## src/hdl/utf8_stream_decoder_defines.svh

```systemverilog
// assertion macros for the utf8 stream decoder
// used by modules that clock on clk_i and reset on rst_ni
`ifndef UTF8_STREAM_DECODER_DEFINES_SVH
`define UTF8_STREAM_DECODER_DEFINES_SVH

`ifndef NO_ASSERTIONS
`define USD_ASSERT_NOW(lbl, pre, post) \
  lbl: assert property (@(posedge clk_i) disable iff (!rst_ni) (pre) |-> (post)) \
    else $error("usd assertion failed");
`define USD_ASSERT_NEXT(lbl, pre, post) \
  lbl: assert property (@(posedge clk_i) disable iff (!rst_ni) (pre) |=> (post)) \
    else $error("usd assertion failed");
`else
`define USD_ASSERT_NOW(lbl, pre, post)
`define USD_ASSERT_NEXT(lbl, pre, post)
`endif

`endif

```

## src/hdl/usd_pkg.sv

```systemverilog
// shared types and constants of the utf8 stream decoder
// no dependencies
`timescale 1ns / 1ps

package usd_pkg;

  localparam int unsigned COUNT_WIDTH = 32;
  localparam int unsigned WIN_BYTES = 4;

  localparam logic [20:0] MIN_CP2 = 21'h00080;
  localparam logic [20:0] MIN_CP3 = 21'h00800;
  localparam logic [20:0] SURR_LO = 21'h0D800;
  localparam logic [20:0] SURR_HI = 21'h0DFFF;
  localparam logic [20:0] MIN_CP4 = 21'h10000;
  localparam logic [20:0] MAX_CP  = 21'h10FFFF;

  typedef struct packed {
    logic [7:0] data_byte;
    logic       end_of_stream;
  } in_item_t;

  typedef struct packed {
    logic [20:0] code_point;
    logic [2:0]  byte_length;
    logic        char_valid;
    logic        stream_valid;
    logic [31:0] char_total;
    logic        last_of_run;
  } out_item_t;

  typedef logic [WIN_BYTES-1:0][7:0] win_t;

  typedef struct packed {
    logic        emit;
    logic [2:0]  len;
    logic [20:0] cp;
    logic        ok;
  } seq_res_t;

endpackage

```

## src/hdl/usd_seq_decode.sv

```systemverilog
// decodes the sequence at the head of a byte window
// depends on usd_pkg
`timescale 1ns / 1ps

module usd_seq_decode (
  input  usd_pkg::win_t     win_i,
  input  logic [2:0]        cnt_i,
  input  logic              eos_i,
  output usd_pkg::seq_res_t res_o
);

  logic [7:0]  lead;
  logic [2:0]  need;
  logic [3:1]  cont;
  logic        broken;
  logic        short_seq;
  logic        single;
  logic [20:0] cp2;
  logic [20:0] cp3;
  logic [20:0] cp4;
  logic        ok_full;

  assign lead = win_i[0];

  always_comb begin
    priority if (!lead[7]) begin
      need = 3'd1;
    end else if (lead[7:5] == 3'b110) begin
      need = 3'd2;
    end else if (lead[7:4] == 4'b1110) begin
      need = 3'd3;
    end else if (lead[7:3] == 5'b11110) begin
      need = 3'd4;
    end else begin
      need = 3'd1;
    end
  end

  always_comb begin
    for (int i = 1; i < 4; i++) begin
      cont[i] = (win_i[i][7:6] == 2'b10);
    end
  end

  assign broken = ((need >= 3'd2) && (cnt_i >= 3'd2) && !cont[1])
               || ((need >= 3'd3) && (cnt_i >= 3'd3) && !cont[2])
               || ((need == 3'd4) && (cnt_i == 3'd4) && !cont[3]);
  assign short_seq = (cnt_i < need);
  assign single = (need == 3'd1) || broken || short_seq;

  assign cp2 = {10'd0, lead[4:0], win_i[1][5:0]};
  assign cp3 = {5'd0, lead[3:0], win_i[1][5:0], win_i[2][5:0]};
  assign cp4 = {lead[2:0], win_i[1][5:0], win_i[2][5:0], win_i[3][5:0]};

  always_comb begin
    unique case (need)
      3'd2:    ok_full = (cp2 >= usd_pkg::MIN_CP2);
      3'd3:    ok_full = (cp3 >= usd_pkg::MIN_CP3)
                      && ((cp3 < usd_pkg::SURR_LO) || (cp3 > usd_pkg::SURR_HI));
      3'd4:    ok_full = (cp4 >= usd_pkg::MIN_CP4) && (cp4 <= usd_pkg::MAX_CP);
      default: ok_full = 1'b0;
    endcase
  end

  always_comb begin
    res_o.emit = (cnt_i != 3'd0) && ((need == 3'd1) || broken || eos_i || !short_seq);
    if (single) begin
      res_o.len = 3'd1;
      res_o.cp  = {13'd0, lead};
      res_o.ok  = (need == 3'd1) && !lead[7];
    end else begin
      res_o.len = need;
      res_o.ok  = ok_full;
      unique case (need)
        3'd2:    res_o.cp = cp2;
        3'd3:    res_o.cp = cp3;
        default: res_o.cp = cp4;
      endcase
    end
  end

endmodule

```

## src/hdl/usd_char_counter.sv

```systemverilog
// saturating character count and stream validity flag
// depends on usd_pkg
`timescale 1ns / 1ps

module usd_char_counter (
  input  logic        clk_i,
  input  logic        rst_ni,
  input  logic        inc_i,
  input  logic        ok_i,
  input  logic        clear_i,
  output logic [31:0] total_o,
  output logic        stream_valid_o
);

  localparam int unsigned CW = usd_pkg::COUNT_WIDTH;

  logic [CW-1:0] count_q, count_d;
  logic [CW-1:0] count_inc;
  logic          all_valid_q, all_valid_d;
  logic          valid_inc;
  logic [63:0]   count_ext;

  assign count_inc = (count_q == '1) ? count_q : count_q + CW'(1);
  assign valid_inc = all_valid_q && ok_i;
  assign count_ext = 64'(count_inc);
  assign total_o = count_ext[31:0];
  assign stream_valid_o = valid_inc;

  always_comb begin
    count_d = count_q;
    all_valid_d = all_valid_q;
    if (clear_i) begin
      count_d = '0;
      all_valid_d = 1'b1;
    end else if (inc_i) begin
      count_d = count_inc;
      all_valid_d = valid_inc;
    end
  end

  always_ff @(posedge clk_i or negedge rst_ni) begin
    if (!rst_ni) begin
      count_q <= '0;
      all_valid_q <= 1'b1;
    end else begin
      count_q <= count_d;
      all_valid_q <= all_valid_d;
    end
  end

endmodule

```

## src/hdl/utf8_stream_decoder.sv

```systemverilog
// utf8 stream decoder: byte window register, head decoder and result register
// results: the byte window register holds accepted bytes, the result register their decoded results
// throughput: 1 item per cycle unless out_stall_i holds; input stalls while output stalls or more sequences wait
// the byte window drains one sequence per cycle through the head decoder while the output is not stalled
// reset: empty window, count zero, stream flag set, no result pending
`timescale 1ns / 1ps
`include "utf8_stream_decoder_defines.svh"

module utf8_stream_decoder (
  input  logic                 clk_i,
  input  logic                 rst_ni,
  input  logic                 in_valid_i,
  output logic                 in_stall_o,
  input  usd_pkg::in_item_t    in_item_i,
  output logic                 out_valid_o,
  input  logic                 out_stall_i,
  output usd_pkg::out_item_t   out_item_o
);

  usd_pkg::win_t      buf_q, buf_d;
  logic [2:0]         cnt_q, cnt_d;
  logic               eos_q, eos_d;
  usd_pkg::out_item_t out_item_q;
  logic               out_valid_q, out_valid_d;

  usd_pkg::seq_res_t  cur;
  usd_pkg::seq_res_t  more;
  usd_pkg::win_t      rest;
  logic [2:0]         rest_cnt;
  usd_pkg::win_t      base;
  logic [2:0]         base_cnt;
  logic               adv;
  logic               emit;
  logic               in_ready;
  logic               accept;
  logic               flush_done;
  logic [31:0]        total;
  logic               stream_ok;

  usd_seq_decode u_cur (
    .win_i (buf_q),
    .cnt_i (cnt_q),
    .eos_i (eos_q),
    .res_o (cur)
  );

  always_comb begin
    logic [2:0] src;
    for (int i = 0; i < 4; i++) begin
      src = 3'(i) + cur.len;
      rest[i] = (src < 3'd4) ? buf_q[src[1:0]] : 8'h00;
    end
  end

  assign rest_cnt = (cnt_q >= cur.len) ? cnt_q - cur.len : 3'd0;

  usd_seq_decode u_more (
    .win_i (rest),
    .cnt_i (rest_cnt),
    .eos_i (eos_q),
    .res_o (more)
  );

  assign adv        = !out_valid_q || !out_stall_i;
  assign emit       = cur.emit && adv;
  assign in_ready   = !cur.emit || (adv && !more.emit);
  assign accept     = in_valid_i && in_ready;
  assign flush_done = emit && eos_q && !more.emit;
  assign in_stall_o = !in_ready;

  assign base     = emit ? rest : buf_q;
  assign base_cnt = emit ? rest_cnt : cnt_q;

  usd_char_counter u_count (
    .clk_i          (clk_i),
    .rst_ni         (rst_ni),
    .inc_i          (emit),
    .ok_i           (cur.ok),
    .clear_i        (flush_done),
    .total_o        (total),
    .stream_valid_o (stream_ok)
  );

  always_comb begin
    buf_d = base;
    cnt_d = base_cnt;
    eos_d = (base_cnt != 3'd0) ? eos_q : 1'b0;
    if (accept) begin
      buf_d[base_cnt[1:0]] = in_item_i.data_byte;
      cnt_d = base_cnt + 3'd1;
      eos_d = in_item_i.end_of_stream;
    end
  end

  assign out_valid_d = emit || (out_valid_q && out_stall_i);

  always_ff @(posedge clk_i or negedge rst_ni) begin
    if (!rst_ni) begin
      cnt_q <= 3'd0;
      eos_q <= 1'b0;
      out_valid_q <= 1'b0;
    end else begin
      cnt_q <= cnt_d;
      eos_q <= eos_d;
      out_valid_q <= out_valid_d;
    end
  end

  always_ff @(posedge clk_i) begin
    buf_q <= buf_d;
    if (emit) begin
      out_item_q.code_point   <= cur.cp;
      out_item_q.byte_length  <= cur.len;
      out_item_q.char_valid   <= cur.ok;
      out_item_q.stream_valid <= stream_ok;
      out_item_q.char_total   <= total;
      out_item_q.last_of_run  <= !more.emit;
    end
  end

  assign out_valid_o = out_valid_q;
  assign out_item_o  = out_item_q;

  `USD_ASSERT_NOW(a_accept_room, accept, base_cnt <= 3'd3)
  `USD_ASSERT_NOW(a_idle_window_fits, !cur.emit, cnt_q <= 3'd3)
  `USD_ASSERT_NOW(a_eos_flushes, eos_q && (cnt_q != 3'd0), cur.emit)
  `USD_ASSERT_NEXT(a_flush_empties, flush_done && !accept, (cnt_q == 3'd0) && !eos_q)
  `USD_ASSERT_NOW(a_bad_char_flag, out_valid_q && !out_item_q.char_valid,
                  !out_item_q.stream_valid)

endmodule
```

## config.mk

```make
export PLATFORM = sky130hd
export DESIGN_NAME = utf8_stream_decoder
export DESIGN_NICKNAME = d
export VERILOG_FILES = /design/src/hdl/usd_pkg.sv /design/src/hdl/usd_seq_decode.sv /design/src/hdl/usd_char_counter.sv /design/src/hdl/utf8_stream_decoder.sv
export VERILOG_INCLUDE_DIRS = /design/src /design/src/hdl
export SDC_FILE = /design/constraint.sdc
export NUM_CORES = 1
export LEC_CHECK = 0
export ABC_AREA = 1
export BUFFER_PORTS_ARGS = -buffer_cell sky130_fd_sc_hd__buf_2
export CORE_MARGIN = 10
export CORE_UTILIZATION = 30
export CTS_BUF_LIST = sky130_fd_sc_hd__clkbuf_16
export CTS_CLUSTER_SIZE = 28
export DETAILED_ROUTE_END_ITERATION = 10
export GPL_TIMING_DRIVEN = 1
export PLACE_DENSITY = 0.42
export SLEW_MARGIN = 0
export SYNTH_ARGS = -nofsm -noshare
export SYNTH_HDL_FRONTEND = slang
export SYNTH_SLANG_ARGS = --single-unit
export TNS_END_PERCENT = 20
```

## constraint.sdc

```tcl
create_clock -name clk_i -period 14.2 [get_ports clk_i]
set_input_delay 1.42 -clock clk_i [delete_from_list [all_inputs] [get_ports clk_i]]
set_output_delay 1.42 -clock clk_i [all_outputs]
set_load 0.02 [all_outputs]
```

==> flow_metrics.env, run 1 <==
export IMPL_grt_first_pass_wirelength_um=38000
export IMPL_timing_final_crit_period_ns=6.98
export IMPL_worst_slew_pin_slew_ns=0.963
export IMPL_cts_repair_resized=0
export IMPL_peakVddDrop_v=0.000106
export IMPL_grt_pass1_vias=6468
export IMPL_period_share_pct=49.1
export IMPL_clk_latency_ns=0.44
export IMPL_initial_core_util_pct=30.4
export IMPL_fp_dieW_um=179
export IMPL_antenna_found_initial=1
export IMPL_rsz0062_at_grt="false"
export IMPL_clkSlewWorstSetupHoldPaths_ns=0.07
export IMPL_die_h_um=179
export IMPL_synth_most_common_cell="nand2_1"
export IMPL_syn_cell_area_um2=7600
export IMPL_run_status="finished, final reports clean"
export IMPL_antenna_cells=0
export IMPL_max_freq_mhz=143
export IMPL_wl_per_cell_um=17.4
export IMPL_hold_ws_ns=0.487
export IMPL_pwr_share_comb_pct=44.3
export IMPL_syn_inst=993
export IMPL_gp_congestion=0.850
export IMPL_clockBufferDepth=2
export IMPL_drt_wl_total_um=24300
export IMPL_drc_errors=0
export IMPL_hpwl_um=17700
export IMPL_critPathMaxFanout=38
export IMPL_synth_distinct_cells=47
export IMPL_fill_cells=2676
export IMPL_holdPathStages=2
export IMPL_ios=74
export IMPL_critPathKind="reg2out"
export IMPL_pwr_share_clk_pct=23.5
export IMPL_syn_nets=1021
export IMPL_final_core_utilization_pct=35.1
export IMPL_p_sw_mw=0.886
export IMPL_swShare_pct=46.6
export IMPL_synthArstFlopShare_pct=29.5
export IMPL_tritoncts="done"
export IMPL_numCtsBuffers=17
export IMPL_max_cap_viol_count=0
export IMPL_grt_overflow=0
export IMPL_yosysTopAreaCell="edfxtp_1"
export IMPL_placementRows=58
export IMPL_final_setup_tns_ns=0
export IMPL_final_antenna_net_count=0
export IMPL_grt_max_degree=71
export IMPL_ys_top_cells_by_count="nand2_1, inv_1, o21ai_0"
export IMPL_syn_avg_cell_area_um2=7.65
export IMPL_hold_buffers=0
export IMPL_slew_viol_final=0
export IMPL_crit_required_ns=12.78
export IMPL_postCtsSetupRepairBufs=0
export IMPL_reg2reg_depth=28
export IMPL_cellPowerDensity_nw_per_um2=217
export IMPL_cpPeakStageDelay_ns=0.51
export IMPL_slew_limit_headroom_pct=35.8
export IMPL_ys_seq_area_share_pct=44.3
export IMPL_endpoint_kind="output pin"
export IMPL_area_delta_synth_final_pct=15.5
export IMPL_ys_flop_type="edfxtp_1"
export IMPL_clock_sinks=129
export IMPL_core_um2=25000
export IMPL_synth_edf_count=59
export IMPL_grt_usage_pct=15.3
export IMPL_drive_above_1_share_pct=12.9
export IMPL_p_leak_nw=3.90
export IMPL_cp_start_kind="flop"
export IMPL_pwr_share_seq_pct=32.2
export IMPL_hold_class="reg2reg"
export IMPL_setup_violations=0
export IMPL_root_buffer="clkbuf_16"
export IMPL_synthTopCellsByArea="edfxtp_1, nand2_1, dfrtp_1"
export IMPL_synth_top_area_share_pct=23.3
export IMPL_portBuffers=73
export IMPL_finClkSkew_ns=0.0138
export IMPL_nets=1080
export IMPL_yosysWarnings=0
export IMPL_fp_dieArea_um2=32100
export IMPL_viasPerCell=4.89
export IMPL_htree_num_levels=4
export IMPL_dr_first_iter_drc_count=533
export IMPL_num_vias=6823
export IMPL_hold_viol_final=0
export IMPL_worstPathArrival_ns=5.56
export IMPL_synth_seq_cells=129
export IMPL_crit_path_top_delay_cell="dfxtp_1"
export IMPL_first_pass_iters=5
export IMPL_p_int_mw=1.02
[layout by cell type, fill, tap and decap left out, types with 6 or more instances in the layout]
master / synthesis / routed
o22ai_1: 14 / 14
edfxtp_1: 59 / 59
nor2_1: 51 / 51
nand4_1: 22 / 22
ha_1: 14 / 14
nand3_1: 85 / 85
nand2_2: 6 / 6
xor2_1: 20 / 20
a21oi_1: 15 / 15
clkbuf_16: 0 / 17
o21ai_0: 97 / 97
dfrtp_1: 37 / 37
a22o_1: 10 / 10
buf_2: 4 / 73
inv_1: 105 / 105
dfxtp_1: 32 / 32
nor4_1: 7 / 7
nand2_1: 307 / 307
nor3_1: 21 / 21
or2_2: 6 / 6
[critical path, delay by kind of cell, from the launching register on]
| kind | cells | cell delay (ns) |
|---|---|---|
| AOI/OAI and AO/OA | 3 | 0.63 |
| buffers and inverters | 6 | 0.69 |
| and+or+nand+nor | 15 | 2.29 |
| adders and majority gates | 3 | 1.00 |
| DFF | 1 | 0.51 |
[routing by layer]
| metal | GRT usage (%) | share of wire (%) | up-vias | wire length [um] |
|---|---|---|---|---|
| met5 | 0 | 0 | - | 0 |
| met4 | 4.10 | 1.1 | 0 | 277 |
| met3 | 2.61 | 4.5 | 21 | 1100 |
| met2 | 25.3 | 48 | 172 | 11700 |
| met1 | 20.2 | 46 | 3197 | 11300 |
| li1 | - | - | 3433 | - |
[flip-flops by register name, indices dropped and copies added, names as in the netlist]
signal	cells
buf_q	32
cnt_q	3
eos_q	1
out_item_o	59
out_valid_o	1
u_count.all_valid_q	1
u_count.count_q	32
[cell type report]
cell class | instances | area (um^2) | share of cell area (%)
clock buffers | 17 | 425 | 4.84
clock inverters | 15 | 160 | 1.82
inverters | 112 | 423 | 4.82
multi-input cells | 716 | 3610 | 41.1
flip-flops and latches | 129 | 3360 | 38.3
well taps | 330 | 413 | 4.70
repair buffers | 76 | 388 | 4.42
[power by group through the flow]
stage / Sequential (mW) / Clock [mW] / Combinational (mW)
after detailed placement: 0.621 / 0 / 0.851
final: 0.613 / 0.447 / 0.842
after CTS: 0.614 / 0.455 / 0.854
after floorplan: 0.700 / 0 / 0.525
after global routing: 0.628 / 0.470 / 0.943
after global placement: 0.622 / 0 / 0.857
[cell families (layout without fill, tap and decap cells)]
logic type      count (synthesis)  in the layout  share of synthesized area [%]
flops                         129            129                           44.3
compound gates                157            157                           11.9
fa+ha+maj                      15             15                           2.57
xor+xnor                       22             22                           2.54
mux                             5              5                          0.658
simple gates                  517            517                           29.9
buf+inv                       148            220                           8.26
[path summary, 6_finish.rpt]
path | start | to | slack [ns]
max in group asynchronous | rst_ni | u_count.count_q[28] | 12.45
max | buf_q[7] | in_stall_o | 7.22
min | u_count.all_valid_q | u_count.all_valid_q | 0.49
min in group asynchronous | rst_ni | u_count.count_q[12] | 1.13
max reg2reg | buf_q[7] | buf_q[13] | 8.53
min reg2reg | u_count.all_valid_q | u_count.all_valid_q | 0.49
[metrics by stage]
stage / instance area (um^2) / worst slack [ns] / power, mW / std cells
2_1_floorplan: 7600 / 8.47 / 1.22 / 993
3_3_place_gp: 8200 / 7.83 / 1.48 / 1363
3_5_place_dp: 8200 / 7.74 / 1.47 / 1363
4_1_cts: 8780 / 7.24 / 1.92 / 1395
5_1_grt: 8780 / 6.66 / 2.04 / 1395
6_report: 8780 / 7.22 / 1.90 / 1395
(Power assumes the default switching activity.)
==> inputs of run 2 (changes only) <==
- clock period: 14.2 -> 7.1 ns (I/O delays scaled with it)
==> flow_metrics.env, run 2 (synthesized netlist as in run 1, its figures left out) <==
export IMPL_die_h_um=179
export IMPL_area_delta_synth_final_pct=15.6
export IMPL_setup_violations=0
export IMPL_layout_commonest_cell="nand2_1"
export IMPL_p_int_mw=2.06
export IMPL_pwr_share_comb_pct=44.0
export IMPL_final_setup_tns_ns=0
export IMPL_rsz0062_at_grt="false"
export IMPL_critPathMaxFanout=38
export IMPL_worst_slew_pin_slew_ns=0.968
export IMPL_finClkSkew_ns=0.00966
export IMPL_hold_viol_final=0
export IMPL_largest_reg_flops=59
export IMPL_placementRows=58
export IMPL_wl_per_cell_um=17.3
export IMPL_fill_cells=2720
export IMPL_final_area_um2=8790
export IMPL_ios=74
export IMPL_cellPowerDensity_nw_per_um2=432
export IMPL_cts_repair_resized=0
export IMPL_num_vias=6722
export IMPL_peakVddDrop_v=0.000207
export IMPL_initial_core_util_pct=30.4
export IMPL_p_leak_nw=3.91
export IMPL_critPathKind="reg2out"
export IMPL_cp_depth=25
export IMPL_p_sw_mw=1.73
export IMPL_cpPeakStageDelay_ns=0.51
export IMPL_swShare_pct=45.7
export IMPL_clkSlewWorstSetupHoldPaths_ns=0.06
export IMPL_path_buf_inv=5
export IMPL_hold_class="in2async"
export IMPL_layout_cells_non_filler=1395
export IMPL_dr_first_iter_drc_count=568
export IMPL_postCtsSetupRepairBufs=0
export IMPL_fp_dieArea_um2=32100
export IMPL_pwr_share_seq_pct=32.4
export IMPL_viasPerCell=4.82
export IMPL_drt_wl_total_um=24200
export IMPL_crit_path_top_delay_cell="dfxtp_1"
export IMPL_crit_required_ns=6.39
export IMPL_drc_errors=0
export IMPL_endpoint_kind="output pin"
export IMPL_grt_usage_pct=15.6
export IMPL_drive_above_1_share_pct=12.6
export IMPL_numCtsBuffers=17
export IMPL_cp_top_family="simple AND/OR/NAND/NOR gates"
export IMPL_grt_first_pass_wirelength_um=38600
export IMPL_gp_congestion=0.837
export IMPL_period_share_pct=87.9
export IMPL_max_cap_viol_count=0
export IMPL_timing_final_crit_period_ns=6.24
export IMPL_antenna_cells=0
export IMPL_portBuffers=73
export IMPL_final_antenna_net_count=0
export IMPL_grt_pass1_vias=6558
export IMPL_place_area_um2=8200
export IMPL_worstPathArrival_ns=5.53
export IMPL_slew_viol_final=0
export IMPL_fp_dieW_um=179
export IMPL_dp_cells=1363
export IMPL_cp_start_kind="flop"
export IMPL_pwr_share_clk_pct=23.6
export IMPL_p_total_mw=3.79
export IMPL_tritoncts="done"
export IMPL_root_buffer="clkbuf_16"
export IMPL_core_um2=25000
export IMPL_clk_latency_ns=0.42
export IMPL_grt_max_degree=67
export IMPL_reg2reg_depth=26
export IMPL_nets=1080
export IMPL_final_cell_mix="nand2_1, inv_1, o21ai_0"
export IMPL_max_freq_mhz=160
export IMPL_grt_overflow=0
export IMPL_slew_limit_headroom_pct=35.5
export IMPL_hold_buffers=0
export IMPL_hpwl_um=17600
export IMPL_htree_num_levels=4
export IMPL_antenna_found_initial=0
export IMPL_clock_sinks=129
export IMPL_run_status="finished, final reports clean"
export IMPL_clockBufferDepth=2
export IMPL_first_pass_iters=5
run 2: final timing paths:
path	endpoint	startpoint	slack, ns
hold / removal	u_count.count_q[12]	rst_ni	0.45
min in group clk_i	u_count.all_valid_q	u_count.all_valid_q	0.49
setup / recovery	in_stall_o	buf_q[7]	0.86
max in group asynchronous	u_count.count_q[29]	rst_ni	6.05
setup reg to reg	buf_q[1]	buf_q[7]	1.45
hold reg to reg	u_count.all_valid_q	u_count.all_valid_q	0.49
run 2: layout make-up:
cell class,count,area (um^2),share of cell area (%)
multi-input cells,716,3610,41.1
flip-flops and latches,129,3360,38.3
clock buffers,17,425,4.84
inverters,112,423,4.81
well taps,330,413,4.70
repair buffers,76,388,4.41
clock inverters,15,166,1.89
run 2: power by group through the flow:
stage / Combinational, mW / Clock, mW / Sequential, mW
final: 1.67 / 0.895 / 1.23
after global routing: 1.91 / 0.951 / 1.26
after CTS: 1.70 / 0.919 / 1.23
after detailed placement: 1.70 / 0 / 1.24
after global placement: 1.70 / 0 / 1.24
after floorplan: 1.05 / 0 / 1.40
run 2: per-layer routing:
layer | wire [um] | vias to the layer above | GRT usage (%)
met5 | 0 | - | 0
met4 | 340 | 0 | 4.61
met3 | 1080 | 24 | 2.65
met2 | 11500 | 155 | 25.2
met1 | 11200 | 3107 | 20.8
li1 | - | 3436 | -
run 2: worst reg2reg max path: stages, from the launching register on:
cell     delay [ns]
dfxtp_1        0.51
nand2_2        0.12
nor2_1         0.31
inv_1          0.21
ha_1           0.32
nand2_1        0.05
inv_1          0.04
nand2_1        0.09
nand2_4        0.22
nand3_4        0.35
ha_1           0.35
fa_1           0.38
xnor2_1        0.13
nand2_1        0.14
inv_1          0.10
ha_1           0.31
a211o_1        0.29
nor3_1         0.19
nand2_1        0.07
nor2_1         0.09
nand3_1        0.09
nand2_2        0.08
nand2_2        0.06
nand2_4        0.36
nand2_4        0.40
nand2_1        0.17
nand2_1        0.10
run 2: per-stage QoR:
step	hold WS, ns	setup WS, ns	utilization [%]
5_1_grt	0.511	0.325	35.1
3_3_place_gp	0.478	1.40	32.7
3_5_place_dp	0.475	1.29	32.7
4_1_cts	0.466	0.810	35.1
6_report	0.446	0.860	35.1
2_1_floorplan	0.414	2.08	-
